==> config.mk <==
export PLATFORM = sky130hd
export DESIGN_NAME = frame_receiver_with_ack
export DESIGN_NICKNAME = d
export VERILOG_FILES = /design/src/hdl/frwa_pkg.sv /design/src/hdl/frwa_parser.sv /design/src/hdl/frwa_ack_fifo.sv /design/src/hdl/frwa_ack_tx.sv /design/src/hdl/frame_receiver_with_ack.sv
export VERILOG_INCLUDE_DIRS = /design/src /design/src/hdl
export SDC_FILE = /design/constraint.sdc
export NUM_CORES = 1
export LEC_CHECK = 0
export ABC_AREA = 1
export BUFFER_PORTS_ARGS = -buffer_cell sky130_fd_sc_hd__buf_2
export CAP_MARGIN = 10
export CORE_AREA = 2 2 144 146
export CTS_CLUSTER_DIAMETER = 50
export DETAILED_ROUTE_END_ITERATION = 8
export DIE_AREA = 0 0 146 148
export GPL_TIMING_DRIVEN = 0
export PLACE_DENSITY = 0.75
export SLEW_MARGIN = 20
export SYNTH_ARGS = -nofsm -noshare
export SYNTH_HDL_FRONTEND = slang
export SYNTH_SLANG_ARGS = --single-unit
==> constraint.sdc <==
create_clock -name clock -period 5.01 [get_ports clock]
set_input_delay 0.501 -clock clock [delete_from_list [all_inputs] [get_ports clock]]
set_output_delay 0.501 -clock clock [all_outputs]
set_load 0.03 [all_outputs]
==> src/hdl/frame_receiver_with_ack_assert.svh <==
// Assertion macros shared by the frame receiver modules.
// Depends on nothing; the three submodules include it after their timescale line.
`ifndef FRAME_RECEIVER_WITH_ACK_ASSERT_SVH
`define FRAME_RECEIVER_WITH_ACK_ASSERT_SVH

// Condition holds at every edge outside reset
`define FRWA_ASSERT_ALWAYS(label, clk, rst, cond, msg) \
   label: assert property (@(posedge clk) disable iff (rst) (cond)) else $error(msg);

// Antecedent implies consequent in the same cycle
`define FRWA_ASSERT_IMPLY(label, clk, rst, ante, cons, msg) \
   label: assert property (@(posedge clk) disable iff (rst) (ante) |-> (cons)) \
      else $error(msg);

// Antecedent implies consequent in the next cycle
`define FRWA_ASSERT_NEXT(label, clk, rst, ante, cons, msg) \
   label: assert property (@(posedge clk) disable iff (rst) (ante) |=> (cons)) \
      else $error(msg);

`endif

==> src/hdl/frwa_pkg.sv <==
// Shared types and constants of the frame receiver with acknowledge.
// Used by the parser, the acknowledge queue, the transmitter and the top level.
`timescale 1ns / 1ps

package frwa_pkg;

   // Frame format
   localparam logic [7:0]  HDR0           = 8'hBB;
   localparam logic [7:0]  HDR1           = 8'h00;
   localparam logic [15:0] CMD_MOTION     = 16'h0101;
   localparam logic [7:0]  PAY_OPEN       = 8'h01;
   localparam logic [7:0]  PAY_STOP       = 8'h02;
   localparam logic [7:0]  PAY_CLOSE      = 8'h04;
   localparam logic [7:0]  ADDR_RESET     = 8'd2;
   localparam logic        STATUS_GOOD    = 1'b0;
   localparam logic        STATUS_BAD     = 1'b1;

   // Byte positions within a received frame
   localparam int POS_HDR1     = 1;
   localparam int POS_CMD_LO   = 2;
   localparam int POS_CMD_HI   = 3;
   localparam int POS_ADDR     = 4;
   localparam int POS_LEN_LO   = 6;
   localparam int POS_LEN_HI   = 7;
   localparam int POS_PAYLOAD  = 8;

   // Frame sizing
   localparam int MAX_PAYLOAD    = 246;
   localparam int FRAME_OVERHEAD = 10;
   localparam int FRAME_MAX      = MAX_PAYLOAD + FRAME_OVERHEAD;
   localparam int IDX_W          = $clog2(FRAME_MAX);
   localparam int SIZE_W         = $clog2(FRAME_MAX + 1);

   // Acknowledge frame
   localparam int ACK_LEN   = 10;
   localparam int ACK_CNT_W = $clog2(ACK_LEN);
   localparam logic [ACK_CNT_W-1:0] ACK_POS_SYNC0  = ACK_CNT_W'(0);
   localparam logic [ACK_CNT_W-1:0] ACK_POS_SYNC1  = ACK_CNT_W'(1);
   localparam logic [ACK_CNT_W-1:0] ACK_POS_CMD_LO = ACK_CNT_W'(2);
   localparam logic [ACK_CNT_W-1:0] ACK_POS_CMD_HI = ACK_CNT_W'(3);
   localparam logic [ACK_CNT_W-1:0] ACK_POS_ADDR   = ACK_CNT_W'(4);
   localparam logic [ACK_CNT_W-1:0] ACK_POS_STATUS = ACK_CNT_W'(5);
   localparam logic [ACK_CNT_W-1:0] ACK_POS_PAD0   = ACK_CNT_W'(6);
   localparam logic [ACK_CNT_W-1:0] ACK_POS_PAD1   = ACK_CNT_W'(7);
   localparam logic [ACK_CNT_W-1:0] ACK_POS_SUM_LO = ACK_CNT_W'(8);
   localparam logic [ACK_CNT_W-1:0] ACK_POS_SUM_HI = ACK_CNT_W'(9);

   // Acknowledge queue
   localparam int ACK_FIFO_DEPTH = 2;
   localparam int ACK_FIFO_AW    = $clog2(ACK_FIFO_DEPTH);

   typedef enum logic [1:0] {
      MOTION_NONE  = 2'd0,
      MOTION_OPEN  = 2'd1,
      MOTION_STOP  = 2'd2,
      MOTION_CLOSE = 2'd3
   } motion_type;

   // One pending acknowledge
   typedef struct packed {
      logic [15:0] cmd;
      logic [7:0]  addr;
      logic        status;
      motion_type  motion;
   } ack_desc_type;

endpackage

==> src/hdl/frwa_parser.sv <==
// Front end: header hunt, field capture, checksum and motion command decode.
// Depends on frwa_pkg and the assertion macro header.
`timescale 1ns / 1ps
`include "frame_receiver_with_ack_assert.svh"

module frwa_parser (
   input  logic                  clock,
   input  logic                  reset,
   input  logic                  accept,
   input  logic [7:0]            rx_byte,
   input  logic [7:0]            dev_addr,
   output logic                  push,
   output frwa_pkg::ack_desc_type push_desc
);

   logic [frwa_pkg::IDX_W-1:0]  idx_ff,   idx_in;
   logic [15:0]                 sum_ff,   sum_in;
   logic [7:0]                  cand_ff,  cand_in;
   logic [15:0]                 cmd_ff,   cmd_in;
   logic [7:0]                  addr_ff,  addr_in;
   logic [7:0]                  lenlo_ff, lenlo_in;
   logic [frwa_pkg::SIZE_W-1:0] size_ff,  size_in;
   logic [7:0]                  first_ff, first_in;
   frwa_pkg::motion_type        motion_ff, motion_in;

   logic [15:0]                 len;
   logic                        len_bad;
   logic [frwa_pkg::SIZE_W:0]   pos_ahead;
   logic                        sum_good;

   assign len       = {rx_byte, lenlo_ff};
   assign len_bad   = (len > 16'(frwa_pkg::MAX_PAYLOAD)) ||
                      ({1'b0, len} + 17'(frwa_pkg::FRAME_OVERHEAD) > 17'hFFFF);
   assign pos_ahead = (frwa_pkg::SIZE_W+1)'(idx_ff) + (frwa_pkg::SIZE_W+1)'(2);
   assign sum_good  = ({rx_byte, cand_ff} == sum_ff);

   // Advance the frame parser by one transaction
   always_comb begin
      idx_in    = idx_ff;
      sum_in    = sum_ff;
      cand_in   = cand_ff;
      cmd_in    = cmd_ff;
      addr_in   = addr_ff;
      lenlo_in  = lenlo_ff;
      size_in   = size_ff;
      first_in  = first_ff;
      motion_in = motion_ff;
      push      = 1'b0;
      if (accept) begin
         idx_in = idx_ff + frwa_pkg::IDX_W'(1);
         priority if (idx_ff == '0) begin
            cand_in = rx_byte;
            sum_in  = 16'(rx_byte);
         end else if (idx_ff == frwa_pkg::IDX_W'(frwa_pkg::POS_HDR1)) begin
            if (cand_ff == frwa_pkg::HDR0 && rx_byte == frwa_pkg::HDR1) begin
               sum_in = 16'(frwa_pkg::HDR0);
            end else begin
               // resync: this byte is the new header candidate
               cand_in = rx_byte;
               sum_in  = 16'(rx_byte);
               idx_in  = frwa_pkg::IDX_W'(1);
            end
         end else if (idx_ff < frwa_pkg::IDX_W'(frwa_pkg::POS_PAYLOAD)) begin
            sum_in = sum_ff + 16'(rx_byte);
            if (idx_ff == frwa_pkg::IDX_W'(frwa_pkg::POS_CMD_LO)) begin
               cmd_in[7:0] = rx_byte;
            end
            if (idx_ff == frwa_pkg::IDX_W'(frwa_pkg::POS_CMD_HI)) begin
               cmd_in[15:8] = rx_byte;
            end
            if (idx_ff == frwa_pkg::IDX_W'(frwa_pkg::POS_ADDR)) begin
               addr_in = rx_byte;
            end
            if (idx_ff == frwa_pkg::IDX_W'(frwa_pkg::POS_LEN_LO)) begin
               lenlo_in = rx_byte;
            end
            if (idx_ff == frwa_pkg::IDX_W'(frwa_pkg::POS_LEN_HI)) begin
               if (len_bad) begin
                  // drop oversized frame and hunt again
                  idx_in = '0;
                  sum_in = '0;
               end else begin
                  size_in = frwa_pkg::SIZE_W'(17'(len) + 17'(frwa_pkg::FRAME_OVERHEAD));
               end
            end
         end else begin
            if (idx_ff == frwa_pkg::IDX_W'(frwa_pkg::POS_PAYLOAD)) begin
               first_in = rx_byte;
            end
            priority if (pos_ahead < (frwa_pkg::SIZE_W+1)'(size_ff)) begin
               sum_in = sum_ff + 16'(rx_byte);
            end else if (pos_ahead == (frwa_pkg::SIZE_W+1)'(size_ff)) begin
               cand_in = rx_byte;
            end else begin
               // last checksum byte: close the frame
               idx_in = '0;
               sum_in = '0;
               if (addr_ff == dev_addr) begin
                  push = 1'b1;
                  if (sum_good && cmd_ff == frwa_pkg::CMD_MOTION) begin
                     priority if (first_ff == frwa_pkg::PAY_OPEN) begin
                        motion_in = frwa_pkg::MOTION_OPEN;
                     end else if (first_ff == frwa_pkg::PAY_STOP) begin
                        motion_in = frwa_pkg::MOTION_STOP;
                     end else if (first_ff == frwa_pkg::PAY_CLOSE) begin
                        motion_in = frwa_pkg::MOTION_CLOSE;
                     end else begin
                        motion_in = motion_ff;
                     end
                  end
               end
            end
         end
      end
   end

   // Describe the acknowledge to queue
   always_comb begin
      push_desc.cmd    = cmd_ff;
      push_desc.addr   = addr_ff;
      push_desc.status = sum_good ? frwa_pkg::STATUS_GOOD : frwa_pkg::STATUS_BAD;
      push_desc.motion = motion_in;
   end

   // Hold control state
   always_ff @(posedge clock) begin
      if (reset) begin
         idx_ff    <= '0;
         sum_ff    <= '0;
         motion_ff <= frwa_pkg::MOTION_NONE;
      end else begin
         idx_ff    <= idx_in;
         sum_ff    <= sum_in;
         motion_ff <= motion_in;
      end
   end

   // Hold captured fields
   always_ff @(posedge clock) begin
      cand_ff  <= cand_in;
      cmd_ff   <= cmd_in;
      addr_ff  <= addr_in;
      lenlo_ff <= lenlo_in;
      size_ff  <= size_in;
      first_ff <= first_in;
   end

   `FRWA_ASSERT_NEXT(a_push_restarts, clock, reset, push, idx_ff == '0,
      "frame index not cleared after an acknowledge")
   `FRWA_ASSERT_IMPLY(a_push_needs_accept, clock, reset, push, accept,
      "acknowledge queued without a transaction")
   `FRWA_ASSERT_IMPLY(a_motion_only_on_push, clock, reset, motion_in != motion_ff, push,
      "motion state changed outside a completed frame")

endmodule

==> src/hdl/frwa_ack_fifo.sv <==
// Short queue of pending acknowledges between parser and transmitter.
// Depends on frwa_pkg and the assertion macro header.
`timescale 1ns / 1ps
`include "frame_receiver_with_ack_assert.svh"

module frwa_ack_fifo (
   input  logic                   clock,
   input  logic                   reset,
   input  logic                   push,
   input  frwa_pkg::ack_desc_type push_desc,
   input  logic                   pop,
   output logic                   full,
   output logic                   not_empty,
   output frwa_pkg::ack_desc_type head_desc
);

   frwa_pkg::ack_desc_type            mem_ff [frwa_pkg::ACK_FIFO_DEPTH];
   logic [frwa_pkg::ACK_FIFO_AW-1:0]  wr_ptr_ff, wr_ptr_in;
   logic [frwa_pkg::ACK_FIFO_AW-1:0]  rd_ptr_ff, rd_ptr_in;
   logic [frwa_pkg::ACK_FIFO_AW:0]    count_ff,  count_in;

   assign full      = (count_ff == (frwa_pkg::ACK_FIFO_AW+1)'(frwa_pkg::ACK_FIFO_DEPTH));
   assign not_empty = (count_ff != '0);
   assign head_desc = mem_ff[rd_ptr_ff];

   // Step pointers and fill count
   always_comb begin
      wr_ptr_in = wr_ptr_ff;
      rd_ptr_in = rd_ptr_ff;
      count_in  = count_ff;
      if (push) begin
         wr_ptr_in = (wr_ptr_ff == frwa_pkg::ACK_FIFO_AW'(frwa_pkg::ACK_FIFO_DEPTH - 1)) ?
                     '0 : wr_ptr_ff + frwa_pkg::ACK_FIFO_AW'(1);
      end
      if (pop) begin
         rd_ptr_in = (rd_ptr_ff == frwa_pkg::ACK_FIFO_AW'(frwa_pkg::ACK_FIFO_DEPTH - 1)) ?
                     '0 : rd_ptr_ff + frwa_pkg::ACK_FIFO_AW'(1);
      end
      if (push && !pop) begin
         count_in = count_ff + (frwa_pkg::ACK_FIFO_AW+1)'(1);
      end else if (pop && !push) begin
         count_in = count_ff - (frwa_pkg::ACK_FIFO_AW+1)'(1);
      end
   end

   always_ff @(posedge clock) begin
      if (reset) begin
         wr_ptr_ff <= '0;
         rd_ptr_ff <= '0;
         count_ff  <= '0;
      end else begin
         wr_ptr_ff <= wr_ptr_in;
         rd_ptr_ff <= rd_ptr_in;
         count_ff  <= count_in;
      end
   end

   // Store pushed entry
   always_ff @(posedge clock) begin
      if (push) begin
         mem_ff[wr_ptr_ff] <= push_desc;
      end
   end

   `FRWA_ASSERT_IMPLY(a_no_push_full, clock, reset, push, !full,
      "acknowledge pushed into a full queue")
   `FRWA_ASSERT_IMPLY(a_no_pop_empty, clock, reset, pop, not_empty,
      "acknowledge popped from an empty queue")
   `FRWA_ASSERT_ALWAYS(a_count_bound, clock, reset,
      count_ff <= (frwa_pkg::ACK_FIFO_AW+1)'(frwa_pkg::ACK_FIFO_DEPTH),
      "queue fill count beyond depth")

endmodule

==> src/hdl/frwa_ack_tx.sv <==
// Back end: serialises one queued acknowledge into ten output bytes.
// Depends on frwa_pkg and the assertion macro header.
`timescale 1ns / 1ps
`include "frame_receiver_with_ack_assert.svh"

module frwa_ack_tx (
   input  logic                   clock,
   input  logic                   reset,
   input  logic                   q_not_empty,
   input  frwa_pkg::ack_desc_type q_head,
   output logic                   q_pop,
   output logic                   rsp_tvalid,
   input  logic                   rsp_tready,
   output logic [15:0]            rsp_tdata,
   output logic                   rsp_tlast
);

   frwa_pkg::ack_desc_type            desc_ff,  desc_in;
   logic                              busy_ff,  busy_in;
   logic [frwa_pkg::ACK_CNT_W-1:0]    cnt_ff,   cnt_in;
   logic                              valid_ff, valid_in;
   logic [15:0]                       data_ff,  data_in;
   logic                              last_ff,  last_in;

   logic                              advance;
   logic                              at_last;
   logic [9:0]                        ack_sum;
   logic [7:0]                        ack_byte;

   assign advance = busy_ff && (!valid_ff || rsp_tready);
   assign at_last = (cnt_ff == frwa_pkg::ACK_POS_SUM_HI);
   assign q_pop   = q_not_empty && (!busy_ff || (advance && at_last));

   assign ack_sum = 10'(frwa_pkg::HDR0) + 10'(desc_ff.cmd[7:0]) + 10'(desc_ff.cmd[15:8])
                  + 10'(desc_ff.addr) + 10'(desc_ff.status);

   // Select the current acknowledge byte
   always_comb begin
      unique case (cnt_ff)
         frwa_pkg::ACK_POS_SYNC0:  ack_byte = frwa_pkg::HDR0;
         frwa_pkg::ACK_POS_SYNC1:  ack_byte = frwa_pkg::HDR1;
         frwa_pkg::ACK_POS_CMD_LO: ack_byte = desc_ff.cmd[7:0];
         frwa_pkg::ACK_POS_CMD_HI: ack_byte = desc_ff.cmd[15:8];
         frwa_pkg::ACK_POS_ADDR:   ack_byte = desc_ff.addr;
         frwa_pkg::ACK_POS_STATUS: ack_byte = 8'(desc_ff.status);
         frwa_pkg::ACK_POS_PAD0:   ack_byte = 8'h00;
         frwa_pkg::ACK_POS_PAD1:   ack_byte = 8'h00;
         frwa_pkg::ACK_POS_SUM_LO: ack_byte = ack_sum[7:0];
         frwa_pkg::ACK_POS_SUM_HI: ack_byte = 8'(ack_sum[9:8]);
         default:                  ack_byte = 8'h00;
      endcase
   end

   // Advance the byte counter and load the next acknowledge
   always_comb begin
      desc_in = desc_ff;
      busy_in = busy_ff;
      cnt_in  = cnt_ff;
      if (q_pop) begin
         desc_in = q_head;
         busy_in = 1'b1;
         cnt_in  = '0;
      end else if (advance) begin
         if (at_last) begin
            busy_in = 1'b0;
            cnt_in  = '0;
         end else begin
            cnt_in = cnt_ff + frwa_pkg::ACK_CNT_W'(1);
         end
      end
   end

   // Load the output register when it is free or being drained
   always_comb begin
      valid_in = valid_ff;
      data_in  = data_ff;
      last_in  = last_ff;
      if (advance) begin
         valid_in = 1'b1;
         data_in  = {6'b0, 2'(desc_ff.motion), ack_byte};
         last_in  = at_last;
      end else if (rsp_tready) begin
         valid_in = 1'b0;
      end
   end

   always_ff @(posedge clock) begin
      if (reset) begin
         busy_ff  <= 1'b0;
         cnt_ff   <= '0;
         valid_ff <= 1'b0;
      end else begin
         busy_ff  <= busy_in;
         cnt_ff   <= cnt_in;
         valid_ff <= valid_in;
      end
   end

   always_ff @(posedge clock) begin
      desc_ff <= desc_in;
      data_ff <= data_in;
      last_ff <= last_in;
   end

   assign rsp_tvalid = valid_ff;
   assign rsp_tdata  = data_ff;
   assign rsp_tlast  = last_ff;

   `FRWA_ASSERT_IMPLY(a_idle_cnt_zero, clock, reset, !busy_ff, cnt_ff == '0,
      "byte counter moved while idle")
   `FRWA_ASSERT_NEXT(a_last_marked, clock, reset, advance && at_last, rsp_tlast && rsp_tvalid,
      "final acknowledge byte not marked")
   `FRWA_ASSERT_IMPLY(a_cnt_bound, clock, reset, busy_ff,
      cnt_ff <= frwa_pkg::ACK_POS_SUM_HI, "byte counter beyond acknowledge length")

endmodule

==> src/hdl/frame_receiver_with_ack.sv <==
// Top level of the frame receiver with acknowledge: address register and glue.
// Depends on frwa_pkg, frwa_parser, frwa_ack_fifo and frwa_ack_tx.
//
//   channel  direction  handshake              payload
//   req      in         req_tvalid/req_tready  tdata[7:0] rx_byte
//   rsp      out        rsp_tvalid/rsp_tready  tdata[7:0] tx_byte, [9:8] motion_state;
//                                              tlast last_byte
//   csr      in         csr_valid/csr_ready    csr_data[7:0] device_address
//
// One received byte per cycle unless stalled; a matching frame's last byte queues its ack.
// The transmitter sends ten bytes per acknowledge, one per cycle while rsp_tready holds.
// req_tready drops only while the two-entry acknowledge queue is full.
// Synchronous reset: hunt restarts, queue empties, motion none, address 2.
// csr writes are taken every cycle.
`timescale 1ns / 1ps

module frame_receiver_with_ack (
   input  logic        clock,
   input  logic        reset,
   input  logic        req_tvalid,
   output logic        req_tready,
   input  logic [7:0]  req_tdata,   // [7:0] rx_byte
   output logic        rsp_tvalid,
   input  logic        rsp_tready,
   output logic [15:0] rsp_tdata,   // [7:0] tx_byte, [9:8] motion_state, rest zero
   output logic        rsp_tlast,
   input  logic        csr_valid,
   output logic        csr_ready,
   input  logic [7:0]  csr_data     // [7:0] device_address
);

   logic [7:0]             dev_addr_ff, dev_addr_in;
   logic                   accept;
   logic                   push;
   frwa_pkg::ack_desc_type push_desc;
   logic                   q_full;
   logic                   q_not_empty;
   logic                   q_pop;
   frwa_pkg::ack_desc_type q_head;

   // Take the device address on every csr transaction
   assign csr_ready   = 1'b1;
   assign dev_addr_in = (csr_valid && csr_ready) ? csr_data : dev_addr_ff;

   always_ff @(posedge clock) begin
      if (reset) begin
         dev_addr_ff <= frwa_pkg::ADDR_RESET;
      end else begin
         dev_addr_ff <= dev_addr_in;
      end
   end

   // Stall the receive side only when no acknowledge slot is free
   assign req_tready = !q_full;
   assign accept     = req_tvalid && req_tready;

   frwa_parser u_parser (
      .clock     (clock),
      .reset     (reset),
      .accept    (accept),
      .rx_byte   (req_tdata),
      .dev_addr  (dev_addr_ff),
      .push      (push),
      .push_desc (push_desc)
   );

   frwa_ack_fifo u_ack_fifo (
      .clock     (clock),
      .reset     (reset),
      .push      (push),
      .push_desc (push_desc),
      .pop       (q_pop),
      .full      (q_full),
      .not_empty (q_not_empty),
      .head_desc (q_head)
   );

   frwa_ack_tx u_ack_tx (
      .clock       (clock),
      .reset       (reset),
      .q_not_empty (q_not_empty),
      .q_head      (q_head),
      .q_pop       (q_pop),
      .rsp_tvalid  (rsp_tvalid),
      .rsp_tready  (rsp_tready),
      .rsp_tdata   (rsp_tdata),
      .rsp_tlast   (rsp_tlast)
   );

endmodule
Word level (Yosys, flattened, before mapping)
Memories as Yosys holds them, arrays and structs flattened. A register that Yosys moved wholly into a read port is not among the register bits.
Cells that the tools add are included.
{"block": "totals", "latch_bits": 0, "memories": 1, "reg_bits": 112, "elab_cells": 156, "inputBits": 21, "output_inout_bits": 20, "mem_bits_rw": 54, "rom_bits": 0}
{"name": "u_ack_fifo.mem_ff", "depth": 2, "word_bits": 27, "read_ports": 1, "rd_ports_with_merged_regs": 1, "write_ports": 1, "line_no": "frwa_ack_fifo.sv:17", "rtl": "frwa_pkg::ack_desc_type mem_ff [frwa_pkg::ACK_FIFO_DEPTH];"}
{"block": "classes", "n_shift": 0, "mul": 0, "add_sub_neg": 13, "n_eq_ne": 26, "muxes": 54, "div_mod_pow": 0, "bitwise": 4, "reduce_logical": 35, "n_lt_le_gt_ge": 4}
{"op": "two-way mux 8 bit", "n": 15}
{"op": "two-way mux 16 bit", "n": 7}
{"op": "case mux 8 bit (7 select lines)", "n": 1}
{"op": "== test 8 x 3 -> 1 bit (second input constant)", "n": 4}
{"op": "AND reduction 5 bit", "n": 6}
{"op": "two-way mux 2 bit", "n": 13}
{"op": "== test 8 x 2 -> 1 bit (second input constant)", "n": 3}
{"op": "adder 10 x 8 -> 10 bit", "n": 2}
{"op": "adder 16 x 4 -> 17 bit (second input constant)", "n": 1}
{"op": "> comparator 17 x 16 -> 1 bit (second input constant)", "n": 1}
{"op": "two-way mux 1 bit", "n": 17}
{"op": "adder 16 x 8 -> 16 bit", "n": 1}
{"op": "== test 16 bit", "n": 1}
{"op": "== test 16 x 9 -> 1 bit (second input constant)", "n": 1}
{"op": "== test 8 x 1 -> 1 bit (second input constant)", "n": 2}
{"op": "> comparator 16 x 8 -> 1 bit (second input constant)", "n": 1}
{"op": "logical NOT 8 bit", "n": 2}
{"op": "adder 10 x 1 -> 10 bit", "n": 1}
{"op": "== test 10 x 9 -> 1 bit", "n": 1}
{"op": "less-than comparator 10 x 9 -> 1 bit", "n": 1}
{"op": "nonzero test 2 bit", "n": 5}
{"op": "adder 8 x 2 -> 9 bit (second input constant)", "n": 1}
{"op": "adder 8 x 8 -> 9 bit (first input constant)", "n": 1}
{"op": "adder 8 x 1 -> 8 bit (second input constant)", "n": 1}
{"op": "25 further kinds", "n": 47}

Logic depth before layout (Yosys ltp)
{"block": "depth", "ltp_word": 12, "depth_mapped": 20, "ltp_nobuf": 19}

Cells and area by module
Synthesis repeated with hierarchy kept, for this count alone.
{"block": "unflattened", "cells_unflattened": 1004, "area_unflattened_um2": 10020.9}
{"module": "frwa_parser", "seq_area_each_um2": 2232.1, "cells_each": 564, "area_per_inst_um2": 4843.4, "n_inst": 1}
{"module": "frwa_ack_tx", "seq_area_each_um2": 1261.2, "cells_each": 268, "area_per_inst_um2": 2534.9, "n_inst": 1}
{"module": "frwa_ack_fifo", "seq_area_each_um2": 1721.7, "cells_each": 117, "area_per_inst_um2": 2278.4, "n_inst": 1}
{"module": "frame_receiver_with_ack", "seq_area_each_um2": 160.2, "cells_each": 55, "area_per_inst_um2": 364.1, "n_inst": 1}

Worst setup path before layout
No wires, ideal clock.
{"block": "synth_path", "path_type": "register -> register", "from": "reg u_parser.idx_ff[2] in the netlist's numbering", "to": "mem u_ack_fifo.mem_ff[0][0] in the netlist's numbering (enable)", "required_time_ns": 4.565, "slack_ns": 0.776, "period_less_slack_ns": 4.234, "n_path_buf": 0, "stages_incl_launch_ff": 11, "setup_time_ns": 0.445, "t_arrival_ns": 3.789, "cell_sequence": "dfxtp_1 ha_1 nand4_1 xor2_1 ha_1 nand2_1 nor2_1 nand3_1 nand3_2 nand3_1 nor3_1"}
{"block": "synth_via", "elab_chain_cells": 10, "elab_cells_between_ends": 14, "classes_between": "add/sub: 1; order compare: 2; eq/ne: 2; mux: 8; reduce/logical: 1"}
{"item": "from (decl)", "line_no": "frwa_parser.sv:16", "rtl": "logic [frwa_pkg::IDX_W-1:0] idx_ff, idx_in;"}
{"item": "from (signal assigned)", "line_no": "frwa_parser.sv:132", "rtl": "idx_ff <= idx_in;"}
{"item": "parallel branches: the longest is 6 deep, another holds less-than comparator 10 x 9 -> 1 bit"}
{"item": "two-way mux 1 bit *", "line_no": "frwa_parser.sv:51", "rtl": "priority if (idx_ff == '0) begin"}
{"item": "two-way mux 1 bit *", "line_no": "frwa_parser.sv:49", "rtl": "if (accept) begin"}
{"item": "two-way mux 1 bit *", "line_no": "frwa_ack_fifo.sv:60", "rtl": "if (push) begin"}
{"item": "two-way mux 1 bit (implied by the code) *", "line_no": "frwa_ack_fifo.sv:61", "rtl": "mem_ff[wr_ptr_ff] <= push_desc;"}
{"item": "to (decl)", "line_no": "frwa_ack_fifo.sv:17"}
Mark *: on every way between the ends.

Final worst setup path
{"block": "layout_path", "from": "reg u_parser.idx_ff[2] in the netlist's numbering", "to": "mem u_ack_fifo.mem_ff[1][5] in the netlist's numbering (enable)"}
{"block": "layout_via", "elab_chain_cells": 10, "elab_cells_between_ends": 14, "classes_between": "add/sub: 1; order compare: 2; eq/ne: 2; mux: 8; reduce/logical: 1"}
{"item": "parallel branches: the longest is 6 deep, another holds less-than comparator 10 x 9 -> 1 bit"}
{"item": "two-way mux 1 bit *", "line_no": "frwa_parser.sv:51"}
{"item": "two-way mux 1 bit *", "line_no": "frwa_parser.sv:49"}
{"item": "via push", "line_no": "frame_receiver_with_ack.sv:34", "rtl": "logic push;"}
{"item": "two-way mux 1 bit *", "line_no": "frwa_ack_fifo.sv:60"}
{"item": "two-way mux 1 bit (implied by the code) *", "line_no": "frwa_ack_fifo.sv:61"}
Mark *: on every way through the listed nets, which the timed path passes.

==> out/metrics.cfg <==
[layout]
num_antenna_cells=0
drive_above_1_share_pct=10.9
syn2layout_area_growth_pct=12.0
fillers=1752
finalNetCount=1177

[clock_network]
clk_latency_ps=430
root_buffer=clkbuf_16
cts-resized-gates=0
htree_levels=4
cts_tree=yes
clk_pin_slew_ps=70
post-cts-setup-buffer-count=0
cts.sinks=193
numCtsBuffers=17
cts_hold_buffers=0
clockBufferDepth=2

[power]
vdd_drop_max_uv=271
p_per_area_nw_per_um2=500
swShare_pct=36.8
clockPowerShare_pct=25.3
p_leak_nw=4.77
power_mw=5.53
p_seq_share_pct=37.7
comb_power_share_pct=37.0
p_sw_mw=2.03
p_int_mw=3.50

[global_route]
grt_pass1_wl_um=32400
gr-total-overflow=0
grt_max_degree=29
antenna_found_initial=0
first_global_vias=6844
gr-usage-all-layers_pct=19.1

[synthesis]
synth_edf_count=149
ys_ff_latch=193
synth.area.top_cells=edfxtp_1, nand2_1, dfxtp_1
async_flop_share_pct=0
synthFlopType=edfxtp_1
syn_inst=1051
ys_warn_count=0
yosys.area.top_type=edfxtp_1
netlist.area_leader.share_pct=45.3
seq_area_frac_synth_pct=54.2
synth.avg_cell_area_sq_um=9.40
synth_commonest_cells=nand2_1, inv_1, edfxtp_1, nor2_1, a21oi_1
yosysUniqueCellTypes=54
synth.most_common_cell=nand2_1
syn_area_sq_um=9880

[worst_setup_path]
cp-start-kind=flip-flop
crit_type=reg2reg
r2r_end=u_ack_fifo.mem_ff[1][5]
reg2regPathDepth=15
r2r_start=u_parser.idx_ff[2]
critPathCaptureType=flip-flop
worstPathArrival_ps=3600
cp_max_fo=28
required_ps=4890
ff2ff_setup_slack_ps=1300

[detailed_routing]
postRouteAntennaNets=0
post_drt_wl_per_cell_um=14.2
via_count=7044
wl_um=19700
drt-initial-drc-count=413
vias_per_cell=5.06
drc_errors=0
drt-pass1-iter-count=7

[die]
ios=41
die_w_um=146
dieArea_sq_um=21600
fp.dieH_um=148
start_util_pct=49.3
coreArea_sq_um=20000
rows=52

[min_path]
holdPathStages=3
worstHoldStart=csr_data[1]
hold_path.class=in2reg
min_to=dev_addr_ff[1]

[sta]
max_freq_mhz=269
skew_ps=9.30
final-setup-viol-count=0
slew_headroom_pct=31.8
period_share_pct=74.1
finalHoldViolCount=0
fin_tns_setup_ps=0
rsz0062_at_grt=false
slew_violations=0
period_minus_slack_ps=3710
worst_slew_pin_slew_ps=1020

[placement]
place_congestion=0.922
dp_hpwl_um=14600
port-buffer-count=33

[status]
status=completed

[flow_run]
max_cap_viol_count=0

## logic make-up after synthesis
kind of cell,Yosys count,synth area share [%]
buffers and inverters,190,7.90
adder cells (fa/ha/maj),46,6.59
XOR/XNOR,36,3.19
AND/OR/NAND/NOR,469,21.3
flip-flops,193,54.2
other,2,0.0760
AO/OA/AOI/OAI,115,6.78
## cell type report
cell class	count	area (sq um)	share of cell area, %
flip-flops and latches	193	5360	48.4
multi-input cells	673	3790	34.2
clock inverters	10	116	1.05
plain buffers	23	141	1.28
inverters	167	639	5.78
repair buffers	35	180	1.63
well taps	270	338	3.05
clock buffers	22	508	4.59
## per-stage QoR
step | setup slack (ps) | instances | instance area (sq um) | utilization [%] | hold slack, ps
after floorplan | 776 | 1056 | 9900 | - | 400
after global placement | -350 | 1359 | 10400 | 51.9 | 421
after detailed placement | 1290 | 1361 | 10400 | 52.0 | 420
after CTS | 1250 | 1393 | 11100 | 55.1 | 268
after global routing | 879 | 1393 | 11100 | 55.2 | 271
final | 1300 | 1393 | 11100 | 55.2 | 279
## placed cells by master, fill, tap and decap left out, types with 4 or more instances in the layout
| master | instances |
|---|---|
| edfxtp_1 | 149 |
| buf_4 | 10 |
| nor3_2 | 7 |
| buf_2 | 35 |
| nand4_1 | 23 |
| or2_2 | 4 |
| conb_1 | 7 |
| nand2_2 | 4 |
| o21ai_0 | 26 |
| o221ai_1 | 4 |
| nand3_1 | 44 |
| ha_1 | 36 |
| nor2_2 | 6 |
| o21ai_1 | 8 |
| nor3_1 | 9 |
| a21oi_1 | 54 |
| xor2_1 | 25 |
| fa_1 | 10 |
| dfxtp_1 | 44 |
| nor2_1 | 76 |
| inv_1 | 159 |
| clkbuf_1 | 12 |
| a221oi_1 | 5 |
| inv_4 | 5 |
| o21bai_1 | 5 |
| clkbuf_16 | 20 |
| nand2_1 | 273 |
| xnor2_1 | 11 |
## power groups by stage
stage,registers [mW],clock network (mW),logic [mW]
floorplan,2.12,0,1.53
global placement,2.11,0,1.97
detailed placement,2.12,0,2.03
CTS,2.08,1.42,2.04
global route,2.10,1.50,2.36
finish,2.08,1.40,2.05
## registers in the layout, indices dropped and copies added, names as in the netlist, 9 cells and up
name and count:
u_ack_fifo.mem_ff 54, u_parser.sum_ff 16, u_parser.size_ff 9, u_parser.cmd_ff 16, u_ack_tx.rsp_tdata 10, u_ack_tx.desc_ff 27
## worst max-delay path, stage by stage (launching register included)
cell,delay [ps]
dfxtp_1,600
ha_1,290
nand2_1,110
xor2_1,160
inv_1,60
ha_1,280
nand2_1,90
inv_1,70
nand2_1,60
nand2_1,50
nand2_1,70
nand3_2,120
nand3_1,240
nor2_1,150
nand2_1,80
clkinv_1,740
## routing by layer
layer	track usage [%]	up-vias	wire [um]
li1	-	3559	-
met1	22.5	3258	8250
met2	34.1	187	9940
met3	4.04	40	964
met4	7.82	0	589
met5	0	-	0
## worst max-delay path by stage
stage	startpoint	depth (start not counted)	end	slack, ps
final	u_parser.idx_ff[2]	15	u_ack_fifo.mem_ff[1][5]	1300
after detailed placement	u_parser.idx_ff[2]	13	u_ack_fifo.mem_ff[1][9]	1290
after global placement	u_parser.idx_ff[2]	11	u_ack_fifo.mem_ff[0][6]	-350
after floorplan	u_parser.idx_ff[2]	10	u_ack_fifo.mem_ff[0][0]	780
after global routing	u_parser.idx_ff[2]	15	u_ack_fifo.mem_ff[1][14]	880
after CTS	u_parser.idx_ff[2]	13	u_ack_fifo.mem_ff[1][13]	1250
Power figures use the tool's default switching activity.
